## config.mk

```make
export PLATFORM = sky130hd
export DESIGN_NAME = reciprocal_frequency_meter
export DESIGN_NICKNAME = d
export VERILOG_FILES = /design/src/rtl/rfm_pkg.sv /design/src/rtl/rfm_counter.sv /design/src/rtl/rfm_divider.sv /design/src/rtl/reciprocal_frequency_meter.sv
export SDC_FILE = /design/constraint.sdc
export NUM_CORES = 1
export LEC_CHECK = 0
export BUFFER_PORTS_ARGS = -buffer_cell sky130_fd_sc_hd__buf_2
export CAP_MARGIN = 15
export CORE_MARGIN = 2
export CORE_UTILIZATION = 55
export CTS_BUF_LIST = sky130_fd_sc_hd__clkbuf_4
export DETAILED_ROUTE_END_ITERATION = 7
export HOLD_SLACK_MARGIN = 0.1
export PLACE_DENSITY = 0.75
export SKIP_CTS_REPAIR_TIMING = 1
export SLEW_MARGIN = 15
export SYNTH_ARGS = -nofsm -noshare
export SYNTH_HDL_FRONTEND = slang
export SYNTH_SLANG_ARGS = --single-unit
```

## constraint.sdc

```tcl
create_clock -name clock -period 4.5 [get_ports clock]
set_clock_uncertainty 0.1 [all_clocks]
set_input_delay 0.225 -clock clock [delete_from_list [all_inputs] [get_ports clock]]
set_output_delay 0.225 -clock clock [all_outputs]
set_load 0.01 [all_outputs]
```

## src/rtl/rfm_pkg.sv

```systemverilog
package rfm_pkg;

   // Fixed widths of the data fields
   localparam int DATA_W = 32;
   localparam int STEP_W = $clog2(DATA_W);
   localparam logic [STEP_W-1:0] STEP_LAST = STEP_W'(DATA_W - 1);

   // Tick counter: width follows COUNT_WIDTH, capped at the period field width
   localparam int COUNT_WIDTH = 32;
   localparam int CNT_W = (COUNT_WIDTH > DATA_W) ? DATA_W : COUNT_WIDTH;
   localparam logic [CNT_W-1:0] CNT_LIMIT = '1;

   localparam logic [DATA_W-1:0] REF_HZ_RESET = 32'd8000000;

   typedef enum logic [1:0] {
      DIV_IDLE,
      DIV_RUN,
      DIV_DONE
   } div_state_type;

   // Falling-edge event from the counter
   typedef struct packed {
      logic              fire;
      logic [DATA_W-1:0] period;
      logic              sat;
   } edge_evt_type;

   typedef struct packed {
      logic ready;
      logic valid;
   } div_status_type;

endpackage

```

## src/rtl/rfm_counter.sv

```systemverilog
module rfm_counter (
   input  logic                  clock,
   input  logic                  reset,
   input  logic                  tick,
   input  logic                  level,
   output rfm_pkg::edge_evt_type evt
);
   import rfm_pkg::*;

   logic             prev_ff, prev_in;
   logic [CNT_W-1:0] count_ff, count_in;
   logic             sat_ff, sat_in;
   logic [CNT_W-1:0] count_inc;
   logic             sat_next;
   logic             fire;

   always_comb begin
      count_inc = (count_ff < CNT_LIMIT) ? count_ff + 1'b1 : count_ff;
      sat_next  = sat_ff | (count_inc == CNT_LIMIT);
      fire      = prev_ff & ~level;

      prev_in  = prev_ff;
      count_in = count_ff;
      sat_in   = sat_ff;
      if (tick) begin
         prev_in = level;
         if (fire) begin
            count_in = '0;
            sat_in   = 1'b0;
         end else begin
            count_in = count_inc;
            sat_in   = sat_next;
         end
      end

      evt.fire   = fire;
      evt.period = DATA_W'(count_inc);
      evt.sat    = sat_next;
   end

   always_ff @(posedge clock) begin
      if (reset) begin
         prev_ff  <= 1'b0;
         count_ff <= '0;
         sat_ff   <= 1'b0;
      end else begin
         prev_ff  <= prev_in;
         count_ff <= count_in;
         sat_ff   <= sat_in;
      end
   end

endmodule

```

## src/rtl/rfm_divider.sv

```systemverilog
module rfm_divider (
   input  logic                          clock,
   input  logic                          reset,
   input  logic                          start,
   input  logic [rfm_pkg::DATA_W-1:0]    dividend,
   input  logic [rfm_pkg::DATA_W-1:0]    divisor,
   input  logic                          ack,
   output rfm_pkg::div_status_type       status,
   output logic [rfm_pkg::DATA_W-1:0]    quotient
);
   import rfm_pkg::*;

   div_state_type     state_ff, state_in;
   logic [STEP_W-1:0] step_ff, step_in;
   logic [DATA_W-1:0] dvd_ff, dvd_in;   // dividend shifts out, quotient shifts in
   logic [DATA_W-1:0] rem_ff, rem_in;
   logic [DATA_W-1:0] dsr_ff, dsr_in;
   logic [DATA_W:0]   diff;
   logic              qbit;

   // One restoring step per cycle
   always_comb begin
      diff = {rem_ff, dvd_ff[DATA_W-1]} - {1'b0, dsr_ff};
      qbit = ~diff[DATA_W];
   end

   always_comb begin
      state_in = state_ff;
      step_in  = step_ff;
      dvd_in   = dvd_ff;
      rem_in   = rem_ff;
      dsr_in   = dsr_ff;
      unique case (state_ff)
         DIV_IDLE: begin
            if (start) begin
               dvd_in   = dividend;
               dsr_in   = divisor;
               rem_in   = '0;
               step_in  = '0;
               state_in = DIV_RUN;
            end
         end
         DIV_RUN: begin
            dvd_in  = {dvd_ff[DATA_W-2:0], qbit};
            rem_in  = qbit ? diff[DATA_W-1:0] : {rem_ff[DATA_W-2:0], dvd_ff[DATA_W-1]};
            step_in = step_ff + 1'b1;
            if (step_ff == STEP_LAST) begin
               state_in = DIV_DONE;
            end
         end
         DIV_DONE: begin
            if (ack) begin
               state_in = DIV_IDLE;
            end
         end
         default: state_in = DIV_IDLE;
      endcase
   end

   always_ff @(posedge clock) begin
      if (reset) begin
         state_ff <= DIV_IDLE;
         step_ff  <= '0;
      end else begin
         state_ff <= state_in;
         step_ff  <= step_in;
      end
   end

   always_ff @(posedge clock) begin
      dvd_ff <= dvd_in;
      rem_ff <= rem_in;
      dsr_ff <= dsr_in;
   end

   assign status.ready = (state_ff == DIV_IDLE);
   assign status.valid = (state_ff == DIV_DONE);
   assign quotient     = dvd_ff;

endmodule

```

## src/rtl/reciprocal_frequency_meter.sv

```systemverilog
// Reciprocal frequency meter: one sample transfer per reference tick.
// Non-edge samples are taken every cycle while the divider is idle. A falling edge
// starts a bit-serial divider (one quotient bit per cycle); input stalls from the
// edge transfer until the quotient is loaded into the output register, which waits
// while an earlier result is still held there. rsp_tvalid rises after that load.
// Synchronous active-high reset clears counter, edge state and result valid,
// and loads reference_hz with 8000000.
module reciprocal_frequency_meter (
   input  logic                           clock,
   input  logic                           reset,
   input  logic                           req_tvalid,
   output logic                           req_tready,
   input  logic [7:0]                     req_tdata,   // [0] signal_level
   output logic                           rsp_tvalid,
   input  logic                           rsp_tready,
   output logic [2*rfm_pkg::DATA_W-1:0]   rsp_tdata,   // {frequency_value, period_ticks}
   output logic                           rsp_tuser,   // period_saturated
   input  logic                           csr_wen,
   input  logic [rfm_pkg::DATA_W-1:0]     csr_wdata
);
   import rfm_pkg::*;

   logic [DATA_W-1:0] ref_hz_ff;
   logic [DATA_W-1:0] pend_period_ff;
   logic              pend_sat_ff;
   logic              rsp_valid_ff, rsp_valid_in;
   logic [DATA_W-1:0] rsp_period_ff;
   logic [DATA_W-1:0] rsp_freq_ff;
   logic              rsp_sat_ff;

   edge_evt_type      evt;
   div_status_type    div_stat;
   logic [DATA_W-1:0] quotient;
   logic              req_xfer;
   logic              start;
   logic              load_out;

   assign req_tready = div_stat.ready;
   assign req_xfer   = req_tvalid & req_tready;
   assign start      = req_xfer & evt.fire;
   assign load_out   = div_stat.valid & (~rsp_valid_ff | rsp_tready);

   rfm_counter u_counter (
      .clock (clock),
      .reset (reset),
      .tick  (req_xfer),
      .level (req_tdata[0]),
      .evt   (evt)
   );

   rfm_divider u_divider (
      .clock    (clock),
      .reset    (reset),
      .start    (start),
      .dividend (ref_hz_ff),
      .divisor  (evt.period),
      .ack      (load_out),
      .status   (div_stat),
      .quotient (quotient)
   );

   always_comb begin
      rsp_valid_in = rsp_valid_ff;
      if (load_out) begin
         rsp_valid_in = 1'b1;
      end else if (rsp_tready) begin
         rsp_valid_in = 1'b0;
      end
   end

   always_ff @(posedge clock) begin
      if (reset) begin
         ref_hz_ff    <= REF_HZ_RESET;
         rsp_valid_ff <= 1'b0;
      end else begin
         if (csr_wen) begin
            ref_hz_ff <= csr_wdata;
         end
         rsp_valid_ff <= rsp_valid_in;
      end
   end

   always_ff @(posedge clock) begin
      if (start) begin
         pend_period_ff <= evt.period;
         pend_sat_ff    <= evt.sat;
      end
      if (load_out) begin
         rsp_period_ff <= pend_period_ff;
         rsp_freq_ff   <= quotient;
         rsp_sat_ff    <= pend_sat_ff;
      end
   end

   assign rsp_tvalid = rsp_valid_ff;
   assign rsp_tdata  = {rsp_freq_ff, rsp_period_ff};
   assign rsp_tuser  = rsp_sat_ff;

`ifndef SYNTH
   a_period_nonzero: assert property (@(posedge clock) disable iff (reset)
      rsp_valid_ff |-> (rsp_period_ff != '0))
      else $error("result period is zero");

   a_sat_at_limit: assert property (@(posedge clock) disable iff (reset)
      (rsp_valid_ff && rsp_sat_ff) |-> (rsp_period_ff == DATA_W'(CNT_LIMIT)))
      else $error("saturated result below counter limit");

   a_stall_on_edge: assert property (@(posedge clock) disable iff (reset)
      start |=> !req_tready)
      else $error("input not held while dividing");

   a_load_needs_room: assert property (@(posedge clock) disable iff (reset)
      load_out |-> (!rsp_valid_ff || rsp_tready))
      else $error("result overwritten before transfer");
`endif

endmodule
```

==> impl_summary.md <==
Yosys
The most frequently used cell type in the post-synthesis netlist is edfxtp_1. After synthesis, the cell types taking the most area are edfxtp_1 (47%), dfxtp_1 (12%), nand2_1 (5.7%). The commonest cells after synthesis are edfxtp_1 (194), nand2_1 (189), nor2_1 (104). The most used flip-flop cell after synthesis is edfxtp_1. The netlist area before placement is 12,450 sq um. The Yosys step of the flow raised 0 warnings.

The synthesized design spends more area on one cell type than any other, namely edfxtp_1. Counting flops with a built-in enable in the synthesized netlist gives 194. The area share of the largest cell type after synthesis is 0.4678. The post-synthesis net count is 1,208. The average cell area after synthesis is 11.05 sq um. The post-synthesis sequential area ratio is 0.5868. After synthesis, the share of flip-flops with an asynchronous set or reset is 0. In the synthesized netlist, the number of instances is 1,127.

The count of distinct cell types in the synthesized netlist is 78. The synthesized flop and latch total is 268.

Power
The switching share of power is 0.2298. The power density of the placed cells is 353.6 nW/um^2. The total internal power is 3934 uW. In this run the power spent charging and discharging nets is 1174 uW.

Of the total power, combinational logic draws 0.058. The share of total power dissipated in sequential elements is 0.531. The overall power consumption is 5108 uW. Summed over all cells, the static leakage comes to 0.005764 uW. Across the VDD grid, the largest voltage drop is 0.1815 mV. The proportion of power drawn by the clock network is 0.412.

Drt
The via-per-instance ratio is 5.516. The first routing iteration left 652 violations. The count of unresolved DRC violations after routing is 0. The pre-antenna-repair detailed-routing pass consisted of 5 iterations.

The final layout contains routed wiring with a total length of 26.97 mm. The routed length per placed instance is 16.53 um. Once detail routing completed, the nets flagged for antenna violations numbered 0. The final route contains 8,996 vias.

Setup path
The type of destination of the critical path is a flop. The critical setup path kind is reg2reg. The depth of the most critical reg-to-reg path is 14. The largest fanout on the critical path is 26.

The flop-to-flop setup slack is 900 ps. The startpoint kind of the worst setup timing path is a flop. The reg-to-reg critical path startpoint is u_divider.quotient[31]$_DFFE_PP_. STA puts the critical path data required time at 4870 ps. The launch point of the critical path is u_divider.quotient[31]$_DFFE_PP_. In this run the critical register-to-register path is captured at u_divider.rem_ff[8]$_SDFFCE_PN0P_. The data arrival time at the worst-slack endpoint is 3970 ps.

Clock network
The H-tree depth reported by CTS is 3. The clock tree from TritonCTS is done. The clock latency on the worst-skew pair is 650 ps.

The master cell of the clock root buffer is clkbuf_4. The clock transition at the registers of the reported paths is 60 ps. No sink is reached through more buffers than the 3 on the longest clock path. Buffers inserted during clock tree synthesis total 68.

CTS saw 268 sinks.

Finish
After routing the design area is 14,450 sq um. The synthesis-to-layout area growth is 16.02%. The layout has 1,734 filler cells. The final net count is 1,375. The ratio of cells with drive above 1 in the final layout is 0.1881.

Placement
In this run the tool buffered the top-level ports with 104 buffer cells. The global placement routability congestion is 0.8804. Before CTS, the worst setup slack after placement is 911.4 ps. The post-placement cell area is 13,190 sq um. The total half-perimeter wirelength after legalization and detailed placement is 17.32 mm.

Timing
The relative max-transition margin is 0.3149. The number of max-slew violations in the final report is 0. The transition time of the tightest slew-check pin is 1028 ps. The final-report setup violation count is 0. The final critical-path share of the clock period is 0.7994.

The hold violation total from the final report is 0. The setup slack after layout is 902.5 ps. Based on the critical path, the design can be clocked at up to 278.0 MHz. Setup repair after global routing left no endpoint under its margin.

The minimum clock period after layout is 3597 ps. Adding up every negative setup slack in the final design gives 0 ps.

Hold path
The startpoint of the most critical hold path is req_tvalid. The path category of the worst min-delay check is in2reg. The number of cells traversed by the worst hold path is 5. The worst hold path terminates at u_counter.count_ff[6]$_SDFFE_PP0P_.

Floorplan
The die area is 23,860 sq um. The total area inside the core boundary comes to 22,430 sq um. The boundary pin count is 112. The count of standard-cell rows is 55.

For this configuration, the core starts out at a cell density of 0.5550. The chip width is 154.5 um. The die is 154.5 um tall.

Global route
The number of antenna violations at the first check in global routing is 1. The all-layer global routing usage is 0.2205. Summed over all layers, the global routing overflow is 0. The first global-routing pass estimated 42.09 mm of wire. Entering global routing, the biggest net connects 73 pins. The via count of the first global-routing pass came to 8,384.

Outcome
The run finished with clean final reports.

Flow run
Across the run, the number of max-cap violations was 0.
power by group through the flow:
stage	registers (uW)	clock network (uW)	logic (uW)
after global placement	2760	0	256
after CTS	2710	2160	266
after detailed placement	2760	0	264
after floorplan	2750	0	203
final	2710	2100	295
after global routing	2710	2280	327
flip-flops by register name, summed over array words and instances (netlist names):
name	cells
u_divider.state_ff	2
rsp_period_ff	32
u_divider.rem_ff	32
ref_hz_ff	32
u_counter.prev_ff	1
u_counter.count_ff	32
rsp_tuser	1
u_counter.sat_ff	1
rsp_tvalid	1
rsp_freq_ff	32
u_divider.quotient	32
pend_sat_ff	1
u_divider.step_ff	5
pend_period_ff	32
u_divider.dsr_ff	32
cell type report:
class                           instances  area (sq um)  area share
Tap cell                              285         356.6     0.02468
Antenna cell                            1         2.502   0.0001732
Multi-Input combinational cell        752          4713      0.3263
Timing Repair Buffer                  151         975.9     0.06756
Sequential cell                       268          7307      0.5058
Clock inverter                         23         156.4     0.01083
Inverter                               53         198.9     0.01377
Clock buffer                           98         735.7     0.05093
routing by layer:
metal | part of all wire | GRT usage | up-vias
li1 | - | - | 4422
met1 | 0.44 | 0.2977 | 4270
met2 | 0.49 | 0.3554 | 248
met3 | 0.053 | 0.04791 | 56
met4 | 0.019 | 0.07804 | 0
met5 | 0 | 0 | -
worst max-delay path by stage:
| stage | to | cells after the start |
|---|---|---|
| final | u_divider.rem_ff[8]$_SDFFCE_PN0P_ | 14 |
| after global routing | u_divider.rem_ff[3]$_SDFFCE_PN0P_ | 14 |
| after CTS | u_divider.rem_ff[3]$_SDFFCE_PN0P_ | 14 |
| after detailed placement | u_divider.rem_ff[3]$_SDFFCE_PN0P_ | 14 |
| after global placement | u_divider.rem_ff[3]$_SDFFCE_PN0P_ | 14 |
| after floorplan | rsp_freq_ff[0]$_DFFE_PP_ | 2 |
cell usage in the layout, fill, tap and decap left out, types with 28 or more instances in the layout:
cell type | netlist | final
a21oi_1 | 55 | 55
nand2_1 | 189 | 189
dlygate4sd3_1 | 0 | 36
o21ai_0 | 32 | 32
inv_1 | 53 | 52
buf_2 | 11 | 104
edfxtp_1 | 194 | 194
nor2_1 | 104 | 103
dfxtp_1 | 74 | 74
ha_1 | 35 | 35
clkbuf_4 | 0 | 98
mux2i_1 | 58 | 58
xnor2_1 | 28 | 28
cell families (layout without fill, tap and decap cells):
group,Yosys count,in the layout,synth area share
fa+ha+maj,36,36,0.03678
mux,59,59,0.04753
flops,268,268,0.5868
compound gates,183,183,0.09978
buf+inv,107,325,0.03607
xor+xnor,46,46,0.03296
simple gates,428,428,0.1601
other cells,0,1,0
through the flow:
stage | std cells | util | hold WS (ps)
after CTS | 1594 | 0.6278 | -377.4
after floorplan | 1127 | - | 247.4
final | 1631 | 0.6439 | 194.8
after global routing | 1631 | 0.6439 | 184.3
after detailed placement | 1473 | 0.5880 | 305.4
after global placement | 1473 | 0.5880 | 304.0
worst max-delay path: stages (launching register included):
cell	delay (ps)
edfxtp_1	430
inv_1	80
ha_1	160
inv_1	50
fa_1	420
a211oi_1	270
o21a_2	230
a211oi_4	80
nor2_2	210
o2111ai_2	200
nand3_2	140
o21ai_2	110
a211oi_4	430
buf_12	280
mux2i_1	230
Power figures use the tool's default switching activity.
